`src/rtl/gpld_pkg.sv`:
```
// Shared types and constants of the grid path loop detector.
// No dependencies; imported by gpld_cfg and grid_path_loop_detector.
package gpld_pkg;

    // Diagonal direction marks kept per 2x2 block.
    localparam logic [1:0] DIAG_RISE = 2'b01;
    localparam logic [1:0] DIAG_FALL = 2'b10;

    // Register map, indexed by paddr[2].
    localparam logic REG_STOP_AT_FIRST = 1'b0;
    localparam logic REG_SPUR_WINDOW   = 1'b1;

    localparam logic [15:0] SPUR_WINDOW_RESET = 16'd2;
    localparam logic [15:0] SAT_MAX           = 16'hFFFF;

    // Width of the table epoch tags.
    localparam int EPOCH_W = 8;

    typedef struct packed {
        logic        stop_at_first;
        logic [15:0] spur_window;
    } cfg_t;

endpackage

```
`src/rtl/gpld_cfg.sv`:
```
// Configuration registers of the grid path loop detector, behind an APB-style port.
// Depends on gpld_pkg.
module gpld_cfg
    import gpld_pkg::*;
(
    input  logic        clk,
    input  logic        rst_n,
    input  logic        psel,
    input  logic        penable,
    input  logic        pwrite,
    input  logic [2:0]  paddr,
    input  logic [31:0] pwdata,
    output logic [31:0] prdata,
    output logic        pready,
    output cfg_t        cfg
);

    cfg_t cfg_reg;

    assign pready = 1'b1;
    assign cfg    = cfg_reg;

    always_ff @(posedge clk or negedge rst_n)
    begin
        if (!rst_n)
        begin
            cfg_reg.stop_at_first <= 1'b0;
            cfg_reg.spur_window   <= SPUR_WINDOW_RESET;
        end
        else if (psel && penable && pwrite)
        begin
            unique case (paddr[2])
                REG_STOP_AT_FIRST: cfg_reg.stop_at_first <= pwdata[0];
                REG_SPUR_WINDOW:   cfg_reg.spur_window   <= pwdata[15:0];
                default:           cfg_reg               <= cfg_reg;
            endcase
        end
    end

    always_comb
    begin
        unique case (paddr[2])
            REG_STOP_AT_FIRST: prdata = {31'd0, cfg_reg.stop_at_first};
            REG_SPUR_WINDOW:   prdata = {16'd0, cfg_reg.spur_window};
            default:           prdata = 32'd0;
        endcase
    end

endmodule

```
`config.mk`:
```
export PLATFORM = sky130hd
export DESIGN_NAME = gpld_cfg
export DESIGN_NICKNAME = d
export VERILOG_FILES = /design/src/rtl/gpld_pkg.sv /design/src/rtl/gpld_cfg.sv
export SDC_FILE = /design/constraint.sdc
export NUM_CORES = 1
export LEC_CHECK = 0
export ABC_AREA = 1
export BUFFER_PORTS_ARGS = -buffer_cell sky130_fd_sc_hd__clkbuf_2
export CAP_MARGIN = 20
export CORE_MARGIN = 2
export CORE_UTILIZATION = 39
export DETAILED_ROUTE_END_ITERATION = 7
export HOLD_SLACK_MARGIN = 0.15
export PLACE_DENSITY_LB_ADDON = 0.2
export SYNTH_ARGS = -nofsm -noshare
export SYNTH_HDL_FRONTEND = slang
export SYNTH_SLANG_ARGS = --single-unit
```
`constraint.sdc`:
```
create_clock -name clk -period 2.2 [get_ports clk]
set_input_delay 0.44 -clock clk [delete_from_list [all_inputs] [get_ports clk]]
set_output_delay 0.44 -clock clk [all_outputs]
set_load 0.05 [all_outputs]
```
* Word level (Yosys, flattened, before mapping)
Cells that the tools add are included.
** Storage, ports and cells
- Output and inout port bits :: 50
- Input bits :: 40
- Register bits :: 17
** Operators by class
- Reductions and logical operators :: 4
- Bitwise operators :: 1
- Mux-type cells :: 1
** Operator list (number)
- 32-bit one-hot mux with 2 select lines :: 1
- 2-bit AND reduction :: 2
- 1-bit logical AND :: 2
- 1-bit inverter :: 1

* Logic depth before layout (Yosys ltp)
Gate-level depths: netlist of the first run.
- Depth in word-level cells :: 3
- Mapped depth :: 5

* Worst setup path before layout of the first run
Ideal clock, no wire load.
- Kind :: input to output
- Start point :: in paddr[2]
- End point :: out prdata[0]
- Path buffers :: 2
- Path slack :: 0.587 ns
- Arrival :: 1.173 ns
- Cell stages on the path :: 4
- Required time :: 1.760 ns
- Path through :: buf_2 > buf_2 > nand2_1 > nand2_1
** Between the ends
- Longest elaborated chain between the ends :: 2
** Ends and longest elaborated chain
- from (decl) :: line gpld_cfg.sv:11 : input logic [2:0] paddr,
- 1-bit inverter
- 32-bit one-hot mux with 2 select lines (*) :: line gpld_cfg.sv:42 : unique case (paddr[2])
- to (decl) :: line gpld_cfg.sv:13 : output logic [31:0] prdata,
Mark *: on every way between the ends. The rest lies on a longest branch, timed or not. The select of a mux whose other input is x is not followed.

* Worst setup path in the final report of the first run
- Start point :: in paddr[2]
- End point :: out prdata[8]
Same word-level chain as after synthesis.

==> run_results.csv, run 1 <==
group,metric,value,unit
status,outcome,"finished clean",
layout,drive_above_1_share,0.337,
critical_path,reg2reg_slack,1470,ps
layout,stdcell_area,1230,sq um
critical_path,r2r_end,"cfg[1]",
floorplan,die-height,54.0,um
clocking,cts.clk_slew.worst_paths,100,ps
critical_path,crit_path_max_fanout,20,
critical_path,critPathCaptureType,"primary output",
clocking,cts_made_buffers,3,
run,cap_violations,0,
sta,period_share,0.798,
critical_path,slowest_stage,"clkbuf_2",
layout,area_delta_synth_final,26.3,%
critical_path,required,1760,ps
sta,finalWorstSetupSlack,445,ps
critical_path,r2r_start,"cfg[1]",
detailed_routing,drt_iter0_drc,11,
synth,yosys_warnings,0,
synth,avgSynthCellArea,7.39,sq um
placement,dp_hpwl,1.51,mm
clocking,cts_setup_buffers,0,
critical_path,path_depth,5,
detailed_routing,detail_route.wl_per_cell,9.23,um
layout,final_nets,225,
detailed_routing,drt_first_pass_iters,4,
floorplan,core,2430,sq um
floorplan,start_util,0.401,
detailed_routing,via_count,904,
floorplan,die_w,54.0,um
floorplan,die-area,2920,sq um
floorplan,rows,18,
min_path,hold_path.class,"in2reg",
critical_path,r2r_cells,2,
global_route,grt_pass1_wl,2.86,mm
critical_path,crit_start,"paddr[2]",
global_route,antenna_found_initial,0,
critical_path,critical_path_arrival,1320,ps
critical_path,cpMostUsedCell,"clkbuf_2",
placement,gp_congestion,0.755,
detailed_routing,drc_errors,0,
clocking,cts_tree,"yes",
layout,final_util,0.507,
clocking,cts_buffer_depth,2,
floorplan,io_pins,90,
detailed_routing,ant_nets,0,
critical_path,worstPathCellList,"clkbuf_2 -> buf_12 -> nand2_1 -> inv_1 -> clkbuf_2",
clocking,cts_max_level,1,
layout,largest_reg_flops,17,
placement,port_buffers,54,
pwr,power.density,970,nW/um^2
layout,antenna_cells,0,
critical_path,max_stage_delay,290,ps
sta,finalSetupTns,0,ps
critical_path,critPathTopFamily,"buffers and inverters",
sta,fin_skew,0,ps
sta,drv_slew,0,
pwr,ir_drop,0.513,mV
synth,synth-seq-cells,17,
global_route,grt_pass1_vias,673,
global_route,grt_use_total,0.135,
critical_path,crit_end,"prdata[8]",
detailed_routing,wirelength,1.98,mm
sta,hold_viol,0,
pwr,cellLeakagePower,0.851,nW
sta,fin_crit,1760,ps
global_route,overflow,0,
sta,max_freq,0.570,GHz
clocking,cts_sinks,17,
synth,ys_types,13,
detailed_routing,via_per_inst,4.22,
layout,fill_cells,264,
clocking,clkLatencyLatePin,280,ps
synth,syn_area,976,sq um
critical_path,crit_path_start_kind,"input pin",
critical_path,cp.buffers_inverters,4,
placement,post-place-ws,443,ps
critical_path,critical_path_class,"in2out",
pwr,total_power,1.20,mW
synth,synthCells,132,
sta,rsz0062_at_grt,"no",
sta,setup_viol,0,
synth,seq_area_frac_synth,0.437,
global_route,grt_start_max_net_pins,21,
placement,placedInstanceArea,1200,sq um
clocking,cts_root_buffer,"clkbuf_4",
## worst register-to-register path, cell delays in order (launching register included)
cell and delay, ps:
dfstp_2 560, nand2_1 50, nand2_1 70
## worst min path at each step
stage | from | end | depth (start not counted)
after detailed placement | rst_n | cfg[16] | 1
final | pwdata[1] | cfg[1] | 3
after global placement | rst_n | cfg[16] | 1
after global routing | pwdata[1] | cfg[1] | 3
after CTS | pwdata[1] | cfg[1] | 3
after floorplan | rst_n | cfg[0] | 0
## synth_stat cells
master / n / area, sq um
buf_6: 1 / 11.3
buf_4: 17 / 128
nand4_1: 1 / 6.26
dfrtp_1: 16 / 400
nor2_4: 1 / 11.3
nand2_1: 53 / 199
inv_1: 16 / 60.1
inv_2: 1 / 3.75
dfstp_2: 1 / 26.3
conb_1: 2 / 7.51
nand3_1: 17 / 85.1
nand4_2: 1 / 12.5
buf_2: 5 / 25.0
## cells in the final DEF (no fill, tap or decap)
cell type and instances:
clkbuf_4 3, conb_1 17, nand3_1 17, clkbuf_2 54, dfrtp_1 16, nand4_2 1
inv_1 16, clkbuf_1 1, nor2_4 1, inv_2 1, dfstp_2 1, nand4_1 1
dlygate4sd3_1 1, nand2_1 53, buf_12 1
## metal layers
| layer | share of wire | vias up | global-route usage |
|---|---|---|---|
| met1 | 0.41 | 397 | 0.160 |
| li1 | - | 465 | - |
| met5 | 0 | - | 0 |
| met4 | 0.0061 | 0 | 0.0500 |
| met2 | 0.51 | 40 | 0.242 |
| met3 | 0.078 | 2 | 0.0250 |
## power by group
part / leakage [nW] / internal, mW / total, mW / switching, mW
Combinational: 0.625 / 0.113 / 0.614 / 0.501
Clock: 0.0150 / 0.0702 / 0.162 / 0.0919
Sequential: 0.212 / 0.373 / 0.419 / 0.0453
## cells by family (layout without fill, tap and decap cells)
kind of cell | Yosys count | count (layout) | synth area share
buf+inv | 40 | 77 | 0.233
flops | 17 | 17 | 0.437
other cells | 2 | 17 | 0.00770
simple gates | 73 | 73 | 0.322
## layout make-up
| cell class | count | area, sq um | share of cell area |
|---|---|---|---|
| flip-flops and latches | 17 | 427 | 0.346 |
| multi-input cells | 90 | 378 | 0.307 |
| repair buffers | 56 | 300 | 0.244 |
| inverters | 17 | 63.8 | 0.0518 |
| well taps | 30 | 37.5 | 0.0305 |
| clock buffers | 4 | 26.3 | 0.0213 |
## per-stage QoR
| step | instances | hold slack, ps |
|---|---|---|
| 6_report | 214 | 350 |
| 4_1_cts | 214 | 342 |
| 5_1_grt | 214 | 368 |
| 2_1_floorplan | 147 | 144 |
| 3_3_place_gp | 209 | 389 |
| 3_5_place_dp | 209 | 396 |
## timing repair
action / in CTS / in global routing
hold buffers: 1 / 0
gates resized for setup: 0 / 0
hold endpoints to repair: 16 / 0
Note: power is estimated with default switching activity, not from simulation.
==> run 2, diff against run 1 <==
- ABC_AREA: 1 -> 0
- CORE_UTILIZATION: 39 -> 36
- clock period: 2.2 -> 1.8 ns (I/O delays scaled with it)
==> run 2 against run 1 <==
Against the previous run: clock power up 30%; non-clock buffer count is the same; sequential cell count stayed put; power grew 37%; wire length shrank 6.5%; first-iteration DRC count decreased by 55%; cell area down 2.0%; core utilization down 2.4 points; register-to-register slack got worse by 450 ps; global-route usage decreased by 0.65 points; via count is 25% lower.
==> run_results.csv, run 2 <==
group,metric,value,unit
status,outcome,"finished clean",
critical_path,crit_path_max_fanout,3,
critical_path,critical_path_class,"reg2out",
layout,layout_common_cells,"54 x clkbuf_2, 17 x conb_1, 16 x dfrtp_1",
floorplan,io_pins,90,
synth,synth_top_cells_by_area,"dfrtp_1 42%, mux2_4 16%, buf_4 13%",
synth,synth-seq-cells,17,
layout,drive_above_1_share,0.612,
floorplan,die-area,3070,sq um
global_route,grt_use_total,0.129,
floorplan,core,2500,sq um
detailed_routing,drt_first_pass_iters,2,
critical_path,required,1440,ps
placement,port_buffers,54,
critical_path,critPathCaptureType,"primary output",
global_route,grt_start_max_net_pins,18,
clocking,cts.clk_slew.worst_paths,110,ps
min_path,hold_path.class,"in2reg",
critical_path,slowest_stage,"dfstp_2",
detailed_routing,drc_errors,0,
critical_path,worstPathCellList,"and2_1 -> clkbuf_2",
layout,final_util,0.483,
global_route,overflow,0,
clocking,cts_made_buffers,3,
placement,gp_congestion,0.648,
detailed_routing,drt_iter0_drc,5,
synth,ys_types,11,
sta,hold_viol,0,
sta,fin_crit,1610,ps
clocking,cts_max_level,1,
synth,synthTopCellsByCount,"17 x buf_4, 16 x dfrtp_1, 15 x and2_1, 10 x mux2_4, 8 x mux2_2",
synth,synth_enable_flop_cells,0,
layout,layout_commonest_cell,"clkbuf_2",
sta,fin_skew,0,ps
global_route,grt_pass1_vias,673,
sta,period_share,0.893,
clocking,cts_buffer_depth,2,
floorplan,rows,18,
sta,drv_slew,0,
detailed_routing,via_per_inst,4.27,
layout,largest_reg_flops,17,
detailed_routing,wirelength,1.85,mm
synth,yosysTopAreaCellShare,0.420,
synth,avgSynthCellArea,12.9,sq um
detailed_routing,detail_route.wl_per_cell,11.6,um
pwr,ir_drop,0.719,mV
sta,max_freq,0.622,GHz
detailed_routing,ant_nets,0,
sta,finalSetupTns,0,ps
synth,yosys_warnings,0,
critical_path,max_stage_delay,560,ps
clocking,cts_sinks,17,
synth,ys_async_sr_fraction,1.00,
global_route,antenna_found_initial,0,
layout,antenna_cells,0,
clocking,cts_root_buffer,"clkbuf_4",
clocking,cts_setup_buffers,0,
synth,yosysMostFrequentCell,"buf_4",
synth,synth_flop_cell,"dfrtp_1",
placement,dp_hpwl,1.36,mm
clocking,cts_tree,"yes",
critical_path,critical_path_arrival,1250,ps
sta,rsz0062_at_grt,"no",
global_route,grt_pass1_wl,3.11,mm
pwr,power.density,1350,nW/um^2
synth,syn_area,952,sq um
clocking,clkLatencyLatePin,290,ps
run,cap_violations,0,
layout,area_delta_synth_final,26.8,%
synth,synth_top_area_cell,"dfrtp_1",
synth,seq_area_frac_synth,0.448,
floorplan,die-height,55.4,um
floorplan,start_util,0.381,
synth,synthCells,74,
sta,setup_viol,0,
detailed_routing,via_count,679,
critical_path,crit_path_start_kind,"flop",
floorplan,die_w,55.4,um
layout,final_nets,170,
pwr,cellLeakagePower,0.689,nW
-- run 2: layer usage --
| layer | share of wire | vias up | GRT usage |
|---|---|---|---|
| met5 | 0 | - | 0 |
| met4 | 0.0092 | 0 | 0.0627 |
| met3 | 0.081 | 2 | 0.0281 |
| met2 | 0.49 | 42 | 0.213 |
| met1 | 0.42 | 317 | 0.158 |
| li1 | - | 318 | - |
-- run 2: layout make-up --
class | count | area [sq um]
Sequential cell | 17 | 427
Clock buffer | 3 | 22.5
Tap cell | 30 | 37.5
Fill cell | 252 | 1290
Multi-Input combinational cell | 52 | 428
Clock inverter | 1 | 5.00
Timing Repair Buffer | 56 | 288
-- run 2: repair_timing --
item | in CTS | in global routing
hold endpoints to repair | 16 | 0
resized for setup | 0 | 0
setup endpoints to repair | 0 | 0
hold buffers | 1 | 0
-- run 2: power breakdown --
| group | internal (mW) | switching [mW] |
|---|---|---|
| registers | 0.470 | 0.0607 |
| clock network | 0.0825 | 0.128 |
| logic | 0.223 | 0.671 |
-- run 2: worst paths after layout --
path / startpoint / to / slack (ps) / depth (start not counted)
hold reg to reg: cfg[4] / cfg[4] / 540 / 1
setup reg to reg: cfg[7] / cfg[7] / 1020 / 1
setup / recovery: cfg[1] / prdata[1] / 190 / 2
hold / removal: pwdata[3] / cfg[3] / 290 / 2
max in group asynchronous: rst_n / cfg[1] / 950 / 2
min in group asynchronous: rst_n / cfg[13] / 510 / 2
-- run 2: stage by stage --
stage	cell area, sq um	hold WS [ps]	setup slack (ps)	instances	total power [mW]
6_report	1210	287	192	159	1.64
4_1_cts	1210	279	181	159	1.65
3_5_place_dp	1170	328	235	154	1.43
5_1_grt	1210	273	157	159	1.71
3_3_place_gp	1170	321	260	154	1.43
2_1_floorplan	1010	64.4	290	89	1.27
-- run 2: critical path, delay by kind of cell (launching register included) --
family        cells  cell delay [ps]
flops             1              560
simple gates      1              120
buf+inv           1              270
-- run 2: logic make-up (layout without fill, tap and decap cells) --
logic type | count (synthesis) | in the layout | share of synthesized area
simple gates | 17 | 17 | 0.130
buf+inv | 20 | 60 | 0.162
other cells | 2 | 17 | 0.00789
flops | 17 | 17 | 0.448
mux | 18 | 18 | 0.252
==> run 3, diff against run 2 <==
- CORE_ASPECT_RATIO: unset -> 1.75
- SLEW_MARGIN: unset -> 20
==> run 3 against run 2 <==
Against the previous run: non-clock buffer count increased by 1; worst hold slack better by 53 ps; sequential power hardly changed.
==> run_results.csv, run 3 (synthesized netlist as in run 2, its figures left out) <==
group,metric,value,unit
critical_path,crit_path_max_fanout,3,
pwr,ir_drop,0.565,mV
layout,area_delta_synth_final,29.0,%
sta,finalWorstSetupSlack,269,ps
status,outcome,"finished clean",
layout,final_nets,171,
global_route,grt_pass1_vias,618,
clocking,cts_root_buffer,"clkbuf_8",
placement,dp_hpwl,1.45,mm
critical_path,critical_path_class,"reg2out",
sta,max_freq,0.653,GHz
clocking,cts_made_buffers,3,
layout,layout_common_cells,"54 x clkbuf_2, 17 x conb_1, 16 x dfrtp_1",
detailed_routing,drc_errors,0,
clocking,cts_buffer_depth,2,
floorplan,die-height,72.0,um
floorplan,die-area,3090,sq um
critical_path,slowest_stage,"dfstp_2",
layout,drive_above_1_share,0.615,
floorplan,core,2490,sq um
pwr,cellLeakagePower,0.702,nW
detailed_routing,drt_iter0_drc,0,
pwr,power.density,1380,nW/um^2
clocking,cts-resized-gates,0,
placement,placedInstanceArea,1170,sq um
floorplan,die_w,42.9,um
global_route,grt_use_total,0.121,
critical_path,worstPathCellList,"and2_1 -> clkbuf_2",
run,cap_violations,0,
layout,largest_reg_flops,17,
layout,stdcell_area,1230,sq um
clocking,cts.clk_slew.worst_paths,70,ps
critical_path,critical_path_arrival,1170,ps
detailed_routing,drt_first_pass_iters,1,
global_route,antenna_found_initial,0,
critical_path,required,1440,ps
layout,final_cells,156,
sta,setup_viol,0,
global_route,grt_start_max_net_pins,18,
sta,fin_skew,0,ps
sta,drv_slew,0,
detailed_routing,ant_nets,0,
clocking,clkLatencyLatePin,240,ps
sta,fin_crit,1530,ps
placement,gp_congestion,0.677,
placement,dp.cells,151,
layout,antenna_cells,0,
clocking,cts_tree,"yes",
sta,period_share,0.850,
clocking,cts_max_level,1,
clocking,cts_sinks,17,
layout,layout_commonest_cell,"clkbuf_2",
critical_path,crit_path_start_kind,"flop",
global_route,overflow,0,
sta,finalSetupTns,0,ps
sta,hold_viol,0,
critical_path,max_stage_delay,540,ps
detailed_routing,detail_route.wl_per_cell,11.8,um
placement,post-place-ws,332,ps
sta,rsz0062_at_grt,"no",
floorplan,start_util,0.382,
placement,port_buffers,54,
detailed_routing,via_count,672,
min_path,hold_path.class,"in2reg",
critical_path,critPathCaptureType,"primary output",
floorplan,io_pins,90,
floorplan,rows,24,
detailed_routing,via_per_inst,4.31,
detailed_routing,wirelength,1.83,mm
global_route,grt_pass1_wl,2.85,mm
-- run 3: cell count changes in the layout (fill, tap and decap cells not counted), sizes merged --
cell / previous run / this run
buf: 1 / 2
-- run 3: final cells by class --
cell class	instances	area, sq um
Tap cell	26	32.5
Sequential cell	17	427
Multi-Input combinational cell	52	428
Fill cell	232	1260
Timing Repair Buffer	57	295
Clock buffer	3	41.3
Clock inverter	1	5.00
-- run 3: worst paths after layout --
| check | end | slack [ps] | cells past startpoint | startpoint |
|---|---|---|---|---|
| worst min-delay path | cfg[5] | 340 | 2 | pwdata[5] |
| worst max register to register | cfg[14] | 1030 | 1 | cfg[14] |
| max in group asynchronous | cfg[1] | 910 | 2 | rst_n |
| worst max-delay path | prdata[1] | 270 | 2 | cfg[1] |
| worst min register to register | cfg[12] | 520 | 1 | cfg[12] |
| min in group asynchronous | cfg[3] | 570 | 2 | rst_n |
-- run 3: per-layer routing --
| layer | part of all wire | track usage | routed length [um] |
|---|---|---|---|
| met1 | 0.35 | 0.134 | 643 |
| met3 | 0.067 | 0.0149 | 122 |
| met5 | 0 | 0 | 0 |
| met4 | 0.010 | 0.0521 | 19 |
| met2 | 0.57 | 0.222 | 1050 |
-- run 3: metrics by stage --
| stage | hold WS [ps] | utilization | total power, mW |
|---|---|---|---|
| finish | 340 | 0.493 | 1.70 |
| detailed placement | 315 | 0.470 | 1.44 |
| floorplan | 64.4 | - | 1.27 |
| global placement | 315 | 0.470 | 1.43 |
| global route | 337 | 0.493 | 1.78 |
| CTS | 335 | 0.493 | 1.72 |
-- run 3: power breakdown --
group | total [mW] | leakage [nW] | internal [mW] | switching (mW)
logic | 0.897 | 0.474 | 0.224 | 0.672
clock network | 0.271 | 0.0255 | 0.153 | 0.118
registers | 0.529 | 0.203 | 0.471 | 0.0582
-- run 3: repair_timing --
| item | in CTS | in global routing |
|---|---|---|
| endpoints found under the hold margin | 16 | 0 |
| hold buffers | 1 | 0 |
| setup buffers | 0 | 0 |
-- run 3: worst max-delay path: cells and delay by family, from the launching register on --
kind	cells	cell delay, ps
and+or+nand+nor	1	120
buffers and inverters	1	270
DFF	1	540
